`src/sv/spfe_pkg.sv`:
```
// Shared types and constants for the spectral peak frequency estimator.
// Used by spfe_div, spfe_ctrl, spfe_dp and the top level; no dependencies.
package spfe_pkg;

    // Default array sizes for the top-level parameters.
    localparam int DefBins = 16;
    localparam int DefAxes = 3;

    // Fixed field widths.
    localparam int AxisW  = 2;
    localparam int MagW   = 24;
    localparam int FreqW  = 16;
    localparam int PeakW  = 5;
    localparam int StartW = 5;
    localparam int WidthW = 12;
    localparam int AlphaW = 16;
    localparam int QuotW  = 9;

    // Configuration port.
    localparam int CfgIdxW  = 3;
    localparam int CfgDataW = 24;

    localparam logic [CfgIdxW-1:0] CFG_START_BIN    = 3'd0;
    localparam logic [CfgIdxW-1:0] CFG_MIN_FREQ     = 3'd1;
    localparam logic [CfgIdxW-1:0] CFG_BIN_WIDTH    = 3'd2;
    localparam logic [CfgIdxW-1:0] CFG_SMOOTH_ALPHA = 3'd3;
    localparam logic [CfgIdxW-1:0] CFG_REF_ENERGY_X = 3'd4;
    localparam logic [CfgIdxW-1:0] CFG_REF_ENERGY_Y = 3'd5;
    localparam logic [CfgIdxW-1:0] CFG_REF_ENERGY_Z = 3'd6;

    // Register reset values.
    localparam logic [StartW-1:0] START_BIN_RST    = 5'd3;
    localparam logic [FreqW-1:0]  MIN_FREQ_RST     = 16'd1280;
    localparam logic [WidthW-1:0] BIN_WIDTH_RST    = 12'd500;
    localparam logic [AlphaW-1:0] SMOOTH_ALPHA_RST = 16'd15663;
    localparam logic [MagW-1:0]   REF_ENERGY_RST   = 24'd0;

    // Commands from the controller to the datapath.
    typedef struct packed {
        logic take;       // an input beat is accepted this cycle
        logic div_start;  // last bin accepted: snapshot peak, start divider
        logic freq;       // form the interpolated frequency product
        logic clamp;      // threshold, clamp and filter difference
        logic filt;       // form the smoothing step product
        logic load;       // update the filter and load the result beat
    } t_cmd;

    // Status from the datapath to the controller.
    typedef struct packed {
        logic last_bin;   // the beat at the input closes a spectrum
        logic div_busy;   // divider still iterating
    } t_sts;

endpackage

```
`src/sv/spfe_div.sv`:
```
// Iterative restoring divider giving floor(256*num/den) for num <= den.
// Depends on spfe_pkg for widths.
module spfe_div (
    input  logic                        i_clk,
    input  logic                        i_rst_n,
    input  logic                        i_start,
    input  logic [spfe_pkg::MagW-1:0]   i_num,
    input  logic [spfe_pkg::MagW:0]     i_den,
    output logic                        o_busy,
    output logic [spfe_pkg::QuotW-1:0]  o_quot
);

    localparam int RemW = spfe_pkg::MagW + 2;

    logic [3:0]                   r_cnt;
    logic                         r_first;
    logic [RemW-1:0]              r_rem;
    logic [spfe_pkg::MagW:0]      r_den;
    logic [spfe_pkg::QuotW-1:0]   r_quot;

    logic [RemW-1:0] rem_shift;
    logic            fits;

    // The first step compares the numerator itself; later ones shift in a zero.
    always_comb begin
        rem_shift = r_first ? r_rem : {r_rem[RemW-2:0], 1'b0};
        fits      = rem_shift >= {1'b0, r_den};
    end

    // One quotient bit per cycle, most significant first.
    always_ff @(posedge i_clk) begin
        if (!i_rst_n) begin
            r_cnt   <= 4'd0;
            r_first <= 1'b0;
        end else if (i_start) begin
            r_cnt   <= 4'(spfe_pkg::QuotW);
            r_first <= 1'b1;
        end else if (r_cnt != 4'd0) begin
            r_cnt   <= r_cnt - 4'd1;
            r_first <= 1'b0;
        end
    end

    always_ff @(posedge i_clk) begin
        if (i_start) begin
            r_rem  <= RemW'(i_num);
            r_den  <= i_den;
            r_quot <= '0;
        end else if (r_cnt != 4'd0) begin
            r_rem  <= fits ? (rem_shift - {1'b0, r_den}) : rem_shift;
            r_quot <= {r_quot[spfe_pkg::QuotW-2:0], fits};
        end
    end

    assign o_busy = r_cnt != 4'd0;
    assign o_quot = r_quot;

endmodule

```
`src/sv/spfe_ctrl.sv`:
```
// Sequencing state machine: bin tracking, then the end-of-spectrum arithmetic.
// Depends on spfe_pkg for the command and status structs.
module spfe_ctrl (
    input  logic              i_clk,
    input  logic              i_rst_n,
    input  logic              i_in_valid,
    output logic              o_in_stall,
    output logic              o_out_valid,
    input  logic              i_out_stall,
    input  spfe_pkg::t_sts    i_sts,
    output spfe_pkg::t_cmd    o_cmd
);

    typedef enum logic [2:0] {
        ST_TRACK,
        ST_DIV,
        ST_FREQ,
        ST_CLAMP,
        ST_FILT,
        ST_LOAD
    } t_state;

    t_state r_state;
    logic   r_out_valid;
    logic   load_ok;

    // Commands follow from the state; the output slot frees when its beat leaves.
    always_comb begin
        load_ok         = !r_out_valid || !i_out_stall;
        o_cmd.take      = (r_state == ST_TRACK) && i_in_valid;
        o_cmd.div_start = (r_state == ST_TRACK) && i_in_valid && i_sts.last_bin;
        o_cmd.freq      = r_state == ST_FREQ;
        o_cmd.clamp     = r_state == ST_CLAMP;
        o_cmd.filt      = r_state == ST_FILT;
        o_cmd.load      = (r_state == ST_LOAD) && load_ok;
    end

    // State and the result valid flag.
    always_ff @(posedge i_clk) begin
        if (!i_rst_n) begin
            r_state     <= ST_TRACK;
            r_out_valid <= 1'b0;
        end else begin
            case (r_state)
                ST_TRACK: begin
                    if (o_cmd.div_start) r_state <= ST_DIV;
                end
                ST_DIV: begin
                    if (!i_sts.div_busy) r_state <= ST_FREQ;
                end
                ST_FREQ:  r_state <= ST_CLAMP;
                ST_CLAMP: r_state <= ST_FILT;
                ST_FILT:  r_state <= ST_LOAD;
                ST_LOAD: begin
                    if (load_ok) r_state <= ST_TRACK;
                end
                default: r_state <= ST_TRACK;
            endcase
            if (o_cmd.load) begin
                r_out_valid <= 1'b1;
            end else if (!i_out_stall) begin
                r_out_valid <= 1'b0;
            end
        end
    end

    assign o_in_stall  = r_state != ST_TRACK;
    assign o_out_valid = r_out_valid;

    // The divider is idle whenever a new division is started.
    a_div_free: assert property (@(posedge i_clk) disable iff (!i_rst_n)
        o_cmd.div_start |-> !i_sts.div_busy)
        else $error("divider started while busy");

    // Closing a spectrum always enters the division wait.
    a_div_enter: assert property (@(posedge i_clk) disable iff (!i_rst_n)
        o_cmd.div_start |=> (r_state == ST_DIV && i_sts.div_busy))
        else $error("division did not start after the last bin");

    // A waiting result is never overwritten by the next one.
    a_hold_result: assert property (@(posedge i_clk) disable iff (!i_rst_n)
        (r_state == ST_LOAD && r_out_valid && i_out_stall) |=> (r_state == ST_LOAD))
        else $error("result overwritten while stalled");

    // Loading a result always raises the output valid.
    a_load_valid: assert property (@(posedge i_clk) disable iff (!i_rst_n)
        o_cmd.load |=> (o_out_valid && r_state == ST_TRACK))
        else $error("loaded result not presented");

endmodule

```
`src/sv/spfe_dp.sv`:
```
// Datapath: configuration registers, peak tracker, divider, multipliers, filter.
// Depends on spfe_pkg and instantiates spfe_div.
module spfe_dp #(
    parameter int BINS = spfe_pkg::DefBins,
    parameter int AXES = spfe_pkg::DefAxes
) (
    input  logic                            i_clk,
    input  logic                            i_rst_n,
    input  spfe_pkg::t_cmd                  i_cmd,
    output spfe_pkg::t_sts                  o_sts,
    input  logic                            i_cfg_we,
    input  logic [spfe_pkg::CfgIdxW-1:0]    i_cfg_index,
    input  logic [spfe_pkg::CfgDataW-1:0]   i_cfg_data,
    input  logic [spfe_pkg::AxisW-1:0]      i_axis,
    input  logic [spfe_pkg::MagW-1:0]       i_bin_magnitude,
    output logic [spfe_pkg::AxisW-1:0]      o_out_axis,
    output logic [spfe_pkg::PeakW-1:0]      o_peak_bin,
    output logic [spfe_pkg::MagW-1:0]       o_peak_energy,
    output logic [spfe_pkg::FreqW-1:0]      o_center_freq,
    output logic [spfe_pkg::FreqW-1:0]      o_smoothed_freq
);

    localparam int CW   = $clog2(BINS + 1);
    localparam int SW   = (CW > spfe_pkg::StartW) ? CW : spfe_pkg::StartW;
    localparam int AW   = (AXES > 1) ? $clog2(AXES) : 1;
    localparam int OpW  = CW + 8;
    localparam int PrW  = OpW + spfe_pkg::WidthW;
    localparam int MagW = spfe_pkg::MagW;
    localparam int FW   = spfe_pkg::FreqW;
    localparam logic [CW-1:0] LastBin = CW'(BINS);

    // Configuration registers.
    logic [spfe_pkg::StartW-1:0] r_start_bin;
    logic [FW-1:0]               r_min_freq;
    logic [spfe_pkg::WidthW-1:0] r_bin_width;
    logic [spfe_pkg::AlphaW-1:0] r_smooth_alpha;
    logic [MagW-1:0]             r_ref_x, r_ref_y, r_ref_z;

    always_ff @(posedge i_clk) begin
        if (!i_rst_n) begin
            r_start_bin    <= spfe_pkg::START_BIN_RST;
            r_min_freq     <= spfe_pkg::MIN_FREQ_RST;
            r_bin_width    <= spfe_pkg::BIN_WIDTH_RST;
            r_smooth_alpha <= spfe_pkg::SMOOTH_ALPHA_RST;
            r_ref_x        <= spfe_pkg::REF_ENERGY_RST;
            r_ref_y        <= spfe_pkg::REF_ENERGY_RST;
            r_ref_z        <= spfe_pkg::REF_ENERGY_RST;
        end else if (i_cfg_we) begin
            case (i_cfg_index)
                spfe_pkg::CFG_START_BIN:    r_start_bin    <= i_cfg_data[spfe_pkg::StartW-1:0];
                spfe_pkg::CFG_MIN_FREQ:     r_min_freq     <= i_cfg_data[FW-1:0];
                spfe_pkg::CFG_BIN_WIDTH:    r_bin_width    <= i_cfg_data[spfe_pkg::WidthW-1:0];
                spfe_pkg::CFG_SMOOTH_ALPHA: r_smooth_alpha <= i_cfg_data[spfe_pkg::AlphaW-1:0];
                spfe_pkg::CFG_REF_ENERGY_X: r_ref_x        <= i_cfg_data[MagW-1:0];
                spfe_pkg::CFG_REF_ENERGY_Y: r_ref_y        <= i_cfg_data[MagW-1:0];
                spfe_pkg::CFG_REF_ENERGY_Z: r_ref_z        <= i_cfg_data[MagW-1:0];
                default: ;
            endcase
        end
    end

    // Effective start bin: zero acts as one, beyond the last bin acts as the last.
    logic [SW-1:0] start_ext;
    logic [CW-1:0] eff_start;

    always_comb begin
        start_ext = SW'(r_start_bin);
        if (start_ext == '0) begin
            eff_start = CW'(1);
        end else if (start_ext > SW'(BINS)) begin
            eff_start = LastBin;
        end else begin
            eff_start = start_ext[CW-1:0];
        end
    end

    // Bin tracker state.
    logic [CW-1:0]   r_count, n_count;
    logic [MagW-1:0] r_prev, n_prev;
    logic [MagW-1:0] r_peak, n_peak;
    logic [MagW-1:0] r_left, n_left;
    logic [MagW-1:0] r_right, n_right;
    logic [CW-1:0]   r_idx, n_idx;
    logic            r_pending, n_pending;
    logic            axis_ok;
    logic            last_bin;

    always_comb begin
        axis_ok   = {2'b00, i_axis} < 4'(AXES);
        last_bin  = (r_count == LastBin) && axis_ok;
        n_prev    = i_bin_magnitude;
        n_peak    = r_peak;
        n_left    = r_left;
        n_idx     = r_idx;
        n_right   = r_pending ? i_bin_magnitude : r_right;
        n_pending = 1'b0;
        if (r_count >= eff_start &&
            (r_count == eff_start || i_bin_magnitude > r_peak)) begin
            n_peak    = i_bin_magnitude;
            n_idx     = r_count;
            n_left    = r_prev;
            n_right   = '0;
            n_pending = 1'b1;
        end
        n_count = r_count + CW'(1);
    end

    // Advance on every in-range bin; the last bin clears for the next spectrum.
    always_ff @(posedge i_clk) begin
        if (!i_rst_n || (i_cmd.take && last_bin)) begin
            r_count   <= '0;
            r_prev    <= '0;
            r_peak    <= '0;
            r_left    <= '0;
            r_right   <= '0;
            r_idx     <= '0;
            r_pending <= 1'b0;
        end else if (i_cmd.take && axis_ok) begin
            r_count   <= n_count;
            r_prev    <= n_prev;
            r_peak    <= n_peak;
            r_left    <= n_left;
            r_right   <= n_right;
            r_idx     <= n_idx;
            r_pending <= n_pending;
        end
    end

    // Snapshot of the finished spectrum and the division operands.
    logic [spfe_pkg::AxisW-1:0] r_ax;
    logic [CW-1:0]              r_k;
    logic [MagW-1:0]            r_y2;
    logic                       r_use_left;
    logic                       r_den_zero;
    logic                       use_left;
    logic [MagW-1:0]            div_num;
    logic [MagW:0]              div_den;
    logic [spfe_pkg::QuotW-1:0] quot;
    logic                       div_busy;

    always_comb begin
        use_left = n_left > n_right;
        if (use_left) begin
            div_num = n_peak;
            div_den = {1'b0, n_left} + {1'b0, n_peak};
        end else begin
            div_num = n_right;
            div_den = {1'b0, n_peak} + {1'b0, n_right};
        end
    end

    always_ff @(posedge i_clk) begin
        if (i_cmd.div_start) begin
            r_ax       <= i_axis;
            r_k        <= n_idx;
            r_y2       <= n_peak;
            r_use_left <= use_left;
            r_den_zero <= div_den == '0;
        end
    end

    spfe_div u_div (
        .i_clk   (i_clk),
        .i_rst_n (i_rst_n),
        .i_start (i_cmd.div_start),
        .i_num   (div_num),
        .i_den   (div_den),
        .o_busy  (div_busy),
        .o_quot  (quot)
    );

    // Interpolated position in 1/256 bin, times the bin width.
    logic [MagW-1:0] thr;
    logic [OpW-1:0]  pos;
    logic [CW-1:0]   base;
    logic [PrW-1:0]  r_prod;
    logic            r_above;

    always_comb begin
        case (r_ax)
            2'd0:    thr = r_ref_x;
            2'd1:    thr = r_ref_y;
            default: thr = r_ref_z;
        endcase
        base = r_use_left ? (r_k - CW'(1)) : r_k;
        if (r_k >= LastBin) begin
            pos = {r_k, 8'd0};
        end else begin
            pos = {base, 8'd0} + OpW'(r_den_zero ? '0 : quot);
        end
    end

    always_ff @(posedge i_clk) begin
        if (i_cmd.freq) begin
            r_prod  <= pos * PrW'(r_bin_width);
            r_above <= r_y2 > thr;
        end
    end

    // Per-axis filter state.
    logic [FW-1:0] r_filt [AXES];
    logic [3:0]    ax_ext;
    logic [AW-1:0] ax_sel;
    logic [FW-1:0] filt_cur;

    always_comb begin
        ax_ext   = {2'b00, r_ax};
        ax_sel   = ax_ext[AW-1:0];
        filt_cur = r_filt[ax_sel];
    end

    // Saturate, choose against the threshold, clamp, and take the difference.
    logic [31:0]   freq32;
    logic [FW-1:0] freq_sat;
    logic [FW-1:0] center;
    logic [FW-1:0] r_center;
    logic [FW-1:0] r_absdiff;
    logic          r_neg;

    always_comb begin
        freq32   = 32'(r_prod >> 8);
        freq_sat = (freq32[31:FW] != '0) ? '1 : freq32[FW-1:0];
        center   = r_above ? freq_sat : r_min_freq;
        if (center < r_min_freq) center = r_min_freq;
    end

    always_ff @(posedge i_clk) begin
        if (i_cmd.clamp) begin
            r_center  <= center;
            r_neg     <= center < filt_cur;
            r_absdiff <= (center < filt_cur) ? (filt_cur - center) : (center - filt_cur);
        end
    end

    // Smoothing step: |diff| * alpha in Q0.16.
    logic [31:0]   step_full;
    logic [FW-1:0] r_step;
    logic [FW-1:0] filt_new;

    assign step_full = 32'(r_absdiff) * 32'(r_smooth_alpha);

    always_ff @(posedge i_clk) begin
        if (i_cmd.filt) r_step <= step_full[31:16];
    end

    assign filt_new = r_neg ? (filt_cur - r_step) : (filt_cur + r_step);

    always_ff @(posedge i_clk) begin
        if (!i_rst_n) begin
            for (int a = 0; a < AXES; a++) r_filt[a] <= spfe_pkg::MIN_FREQ_RST;
        end else if (i_cmd.load) begin
            r_filt[ax_sel] <= filt_new;
        end
    end

    // Result beat registers.
    logic [8:0] k_ext;
    assign k_ext = 9'(r_k);

    always_ff @(posedge i_clk) begin
        if (i_cmd.load) begin
            o_out_axis      <= r_ax;
            o_peak_bin      <= k_ext[spfe_pkg::PeakW-1:0];
            o_peak_energy   <= r_y2;
            o_center_freq   <= r_center;
            o_smoothed_freq <= filt_new;
        end
    end

    assign o_sts.last_bin = last_bin;
    assign o_sts.div_busy = div_busy;

endmodule

```
`src/sv/spectral_peak_frequency_estimator.sv`:
```
// Top level of the spectral peak frequency estimator.
// Depends on spfe_pkg, spfe_ctrl and spfe_dp.
//
// Bins 0..BINS of one spectrum arrive as input beats, one per cycle while the
// input is not stalled; beats whose axis is not below AXES are taken and
// ignored. After the last bin the input stalls while the end-of-spectrum
// arithmetic runs: the restoring divider of the Jain fraction (nine quotient
// bits, then a check that it has finished), the bin-width product, the
// threshold and clamp, the smoothing product, and a final step that loads
// the result beat. The result is held in an output register, so bins of the
// next spectrum are taken while it waits; only the loading of the following
// result waits for it to leave, and the input stays stalled for as long as
// that load waits.
module spectral_peak_frequency_estimator #(
    parameter int BINS = spfe_pkg::DefBins,
    parameter int AXES = spfe_pkg::DefAxes
) (
    input  logic                            i_clk,
    input  logic                            i_rst_n,
    input  logic                            i_cfg_we,
    input  logic [spfe_pkg::CfgIdxW-1:0]    i_cfg_index,
    input  logic [spfe_pkg::CfgDataW-1:0]   i_cfg_data,
    input  logic                            i_in_valid,
    output logic                            o_in_stall,
    input  logic [spfe_pkg::AxisW-1:0]      i_axis,
    input  logic [spfe_pkg::MagW-1:0]       i_bin_magnitude,
    output logic                            o_out_valid,
    input  logic                            i_out_stall,
    output logic [spfe_pkg::AxisW-1:0]      o_out_axis,
    output logic [spfe_pkg::PeakW-1:0]      o_peak_bin,
    output logic [spfe_pkg::MagW-1:0]       o_peak_energy,
    output logic [spfe_pkg::FreqW-1:0]      o_center_freq,
    output logic [spfe_pkg::FreqW-1:0]      o_smoothed_freq
);

    spfe_pkg::t_cmd cmd;
    spfe_pkg::t_sts sts;

    // Sequencer.
    spfe_ctrl u_ctrl (
        .i_clk       (i_clk),
        .i_rst_n     (i_rst_n),
        .i_in_valid  (i_in_valid),
        .o_in_stall  (o_in_stall),
        .o_out_valid (o_out_valid),
        .i_out_stall (i_out_stall),
        .i_sts       (sts),
        .o_cmd       (cmd)
    );

    // Tracker and arithmetic.
    spfe_dp #(
        .BINS (BINS),
        .AXES (AXES)
    ) u_dp (
        .i_clk           (i_clk),
        .i_rst_n         (i_rst_n),
        .i_cmd           (cmd),
        .o_sts           (sts),
        .i_cfg_we        (i_cfg_we),
        .i_cfg_index     (i_cfg_index),
        .i_cfg_data      (i_cfg_data),
        .i_axis          (i_axis),
        .i_bin_magnitude (i_bin_magnitude),
        .o_out_axis      (o_out_axis),
        .o_peak_bin      (o_peak_bin),
        .o_peak_energy   (o_peak_energy),
        .o_center_freq   (o_center_freq),
        .o_smoothed_freq (o_smoothed_freq)
    );

endmodule

```
`config.mk`:
```
export PLATFORM = sky130hd
export DESIGN_NAME = spectral_peak_frequency_estimator
export DESIGN_NICKNAME = d
export VERILOG_FILES = /design/src/sv/spfe_pkg.sv /design/src/sv/spfe_div.sv /design/src/sv/spfe_ctrl.sv /design/src/sv/spfe_dp.sv /design/src/sv/spectral_peak_frequency_estimator.sv
export SDC_FILE = /design/constraint.sdc
export NUM_CORES = 2
export LEC_CHECK = 0
export BUFFER_PORTS_ARGS = -buffer_cell sky130_fd_sc_hd__buf_2
export CAP_MARGIN = 20
export CORE_UTILIZATION = 59
export CTS_CLUSTER_DIAMETER = 100
export DETAILED_ROUTE_END_ITERATION = 8
export GPL_TIMING_DRIVEN = 0
export PLACE_DENSITY = 0.74
export SYNTH_ARGS = -nofsm -noshare
export SYNTH_HDL_FRONTEND = slang
export SYNTH_SLANG_ARGS = --single-unit
```
`constraint.sdc`:
```
create_clock -name i_clk -period 23.5 [get_ports i_clk]
set_input_delay 2.35 -clock i_clk [delete_from_list [all_inputs] [get_ports i_clk]]
set_output_delay 2.35 -clock i_clk [all_outputs]
set_load 0.005 [all_outputs]
```
==> impl_metrics.ini <==
[timing]
final_hold_viol_count = 0
timing.setup.tns_ns = 0
drv_slew = 0
period_minus_slack_ns = 14.33
finalSetupViolCount = 0
period_share_pct = 61.0
worst_pin_slew_ns = 1.11
rsz0062_at_grt = false
slew_headroom_pct = 25.6
skew_ns = 0.103
max_freq_ghz = 0.0698

[clock_tree]
clock_sinks = 526
post_cts_resized = 0
cts_tree = done
clk_pin_slew_ns = 0.06
htreeDepth = 2
cts_buffer_depth = 3
clockRootBuffer = clkbuf_16
cts_setup_buffers = 0
cts_hold_buf = 0
cts_inserted_buffers = 57
clk_latency_ns = 0.69

[yosys]
netlist_area_um2 = 41000
synthTopCellsByCount = nand2_1, inv_1, ha_1, fa_1, edfxtp_1
synth_ff_type = edfxtp_1
synthCells = 4361
synthTopCellsByArea = edfxtp_1, fa_1, dfxtp_1
synth_top_area_cell = edfxtp_1
postSynth.asyncResetShare_pct = 0
yosys_warnings = 0
synth_top_area_share_pct = 20.2
synth_edf_count = 276
synth.most_common_cell = nand2_1
syn_nets = 5080
synth.distinct_cells = 72
yosys_register_bits = 526
avgSynthCellArea_um2 = 9.39
seq_area_frac_synth_pct = 32.5

[grt]
grt_pass1_vias = 32500
grt_pass1_wl_mm = 180
grt_antenna_before_repair = 6
grt_remaining_overflow = 0
grt.total_usage_pct = 33.2
grt_max_degree = 35

[floorplan]
die-area_um2 = 70500
die_w_um = 265
io_pins = 123
start_util_pct = 59.7
fp.dieH_um = 265
fp.coreArea_um2 = 68600
num_rows = 96

[drt]
routed_wl_mm = 115
wl_per_cell_um = 20.8
drt_iter0_markers = 2661
vias = 32235
drt-vias-per-instance = 5.83
drc_errors = 0
first_pass_iters = 8
ant_nets = 0

[placed_design]
placed_cells = 5420
gp_congestion = 0.961
place_hpwl_mm = 89.4
port_buffers = 121
dpl_cell_area_um2 = 42900

[critical_path]
path_max_fanout = 10
r2r_start = u_dp.r_peak[21]$_SDFFE_PP0P_
endpoint_kind = flip-flop
arrival_ns = 14.66
slowest_delay_ns = 0.84
critPathBufInv = 8
cpMaxStageDelayCell = nor4_2
reg2reg_slack_ns = 10.57
crit_top_cell = clkbuf_1
ff2ff_path_depth = 36
path_delay_family = simple AND/OR/NAND/NOR gates
r2r-end = u_dp.r_den_zero$_DFFE_PP_
cp.required_ns = 23.83
path_class = in -> reg
startpoint_type = input pin

[min_path]
hp-start = u_dp.r_center[14]$_DFFE_PN_
min_path_cells = 0
hold_path_class = reg -> reg
hold_end = u_dp.o_center_freq[14]$_DFFE_PP_

[run]
max_cap_viol_count = 0

[finish]
stdcell_count = 5532
top_regs = u_dp.r_filt (64), u_dp.u_div.r_rem (26), u_dp.u_div.r_den (25)
fillers = 5584
largest_reg_flops = 64
area_growth_pct = 9.70
final_cell_area_um2 = 44900
top_register = u_dp.r_filt
layout-drive-gt1-share_pct = 8.26
nets = 5268

[power]
ir_worst_vdd_mv = 0.0918
p_leak_uw = 0.0197
p_per_area_nw_per_um2 = 81.3

[status]
outcome = finished clean
## cell type report
type	count	area, µm²	share of cell area, %
multi-input combinational	3117	25000	55.6
sequential	526	13300	29.6
inverter	503	1890	4.20
clock buffer	78	1680	3.74
tap	931	1160	2.59
buffer	215	808	1.80
timing repair buffer	129	759	1.69
clock inverter	30	340	0.757
antenna	3	7.51	0.0167
## through the flow
stage / setup WS, ns / hold slack, ns / utilization (%) / total power [µW]
finish: 9.17 / 0.418 / 65.5 / 3650
detailed placement: 8.94 / 0.405 / 62.5 / 2680
global route: 8.82 / 0.428 / 65.5 / 3900
floorplan: 12.78 / 0.400 / - / 2270
global placement: 8.92 / 0.401 / 62.3 / 2660
CTS: 9.57 / 0.416 / 65.5 / 3640
## cells by family after synthesis
kind of cell	Yosys count	share of synthesized area (%)
buffers and inverters	718	6.58
DFF	526	32.5
and+or+nand+nor	1428	15.4
muxes	211	6.01
adders and majority gates	661	25.8
xor gates and xnor gates	116	2.48
AOI/OAI and AO/OA	701	11.2
## placed cells by master, fill, tap and decap left out, types with 131 or more instances in the layout
cell	count
nand2_1	779
nor2_1	222
inv_1	502
ha_1	354
and2_1	131
fa_1	307
clkbuf_1	205
dfxtp_1	250
edfxtp_1	276
a21oi_1	238
## worst max path at each step
stage	startpoint	endpoint	cells past startpoint
floorplan	i_bin_magnitude[21]	u_dp.r_den_zero$_DFFE_PP_	34
global placement	i_bin_magnitude[21]	u_dp.r_den_zero$_DFFE_PP_	36
detailed placement	i_bin_magnitude[21]	u_dp.r_den_zero$_DFFE_PP_	35
CTS	i_bin_magnitude[21]	u_dp.r_den_zero$_DFFE_PP_	35
global route	i_bin_magnitude[21]	u_dp.r_den_zero$_DFFE_PP_	36
finish	i_bin_magnitude[21]	u_dp.r_den_zero$_DFFE_PP_	36
## where the power goes
group | switching, µW | internal [µW]
Sequential | 37.7 | 1090
Combinational | 937 | 638
Clock | 403 | 550
## per-layer routing
layer  global-route usage (%)  share of wire, %  vias to the layer above
met4                     16.5               5.2                        6
li1                         -                 -                    14924
met2                     55.1                47                     1298
met3                     3.96               7.0                      310
met1                     43.0                41                    15697
met5                        0             0.036                        -
Note: power is estimated with default switching activity, not from simulation.
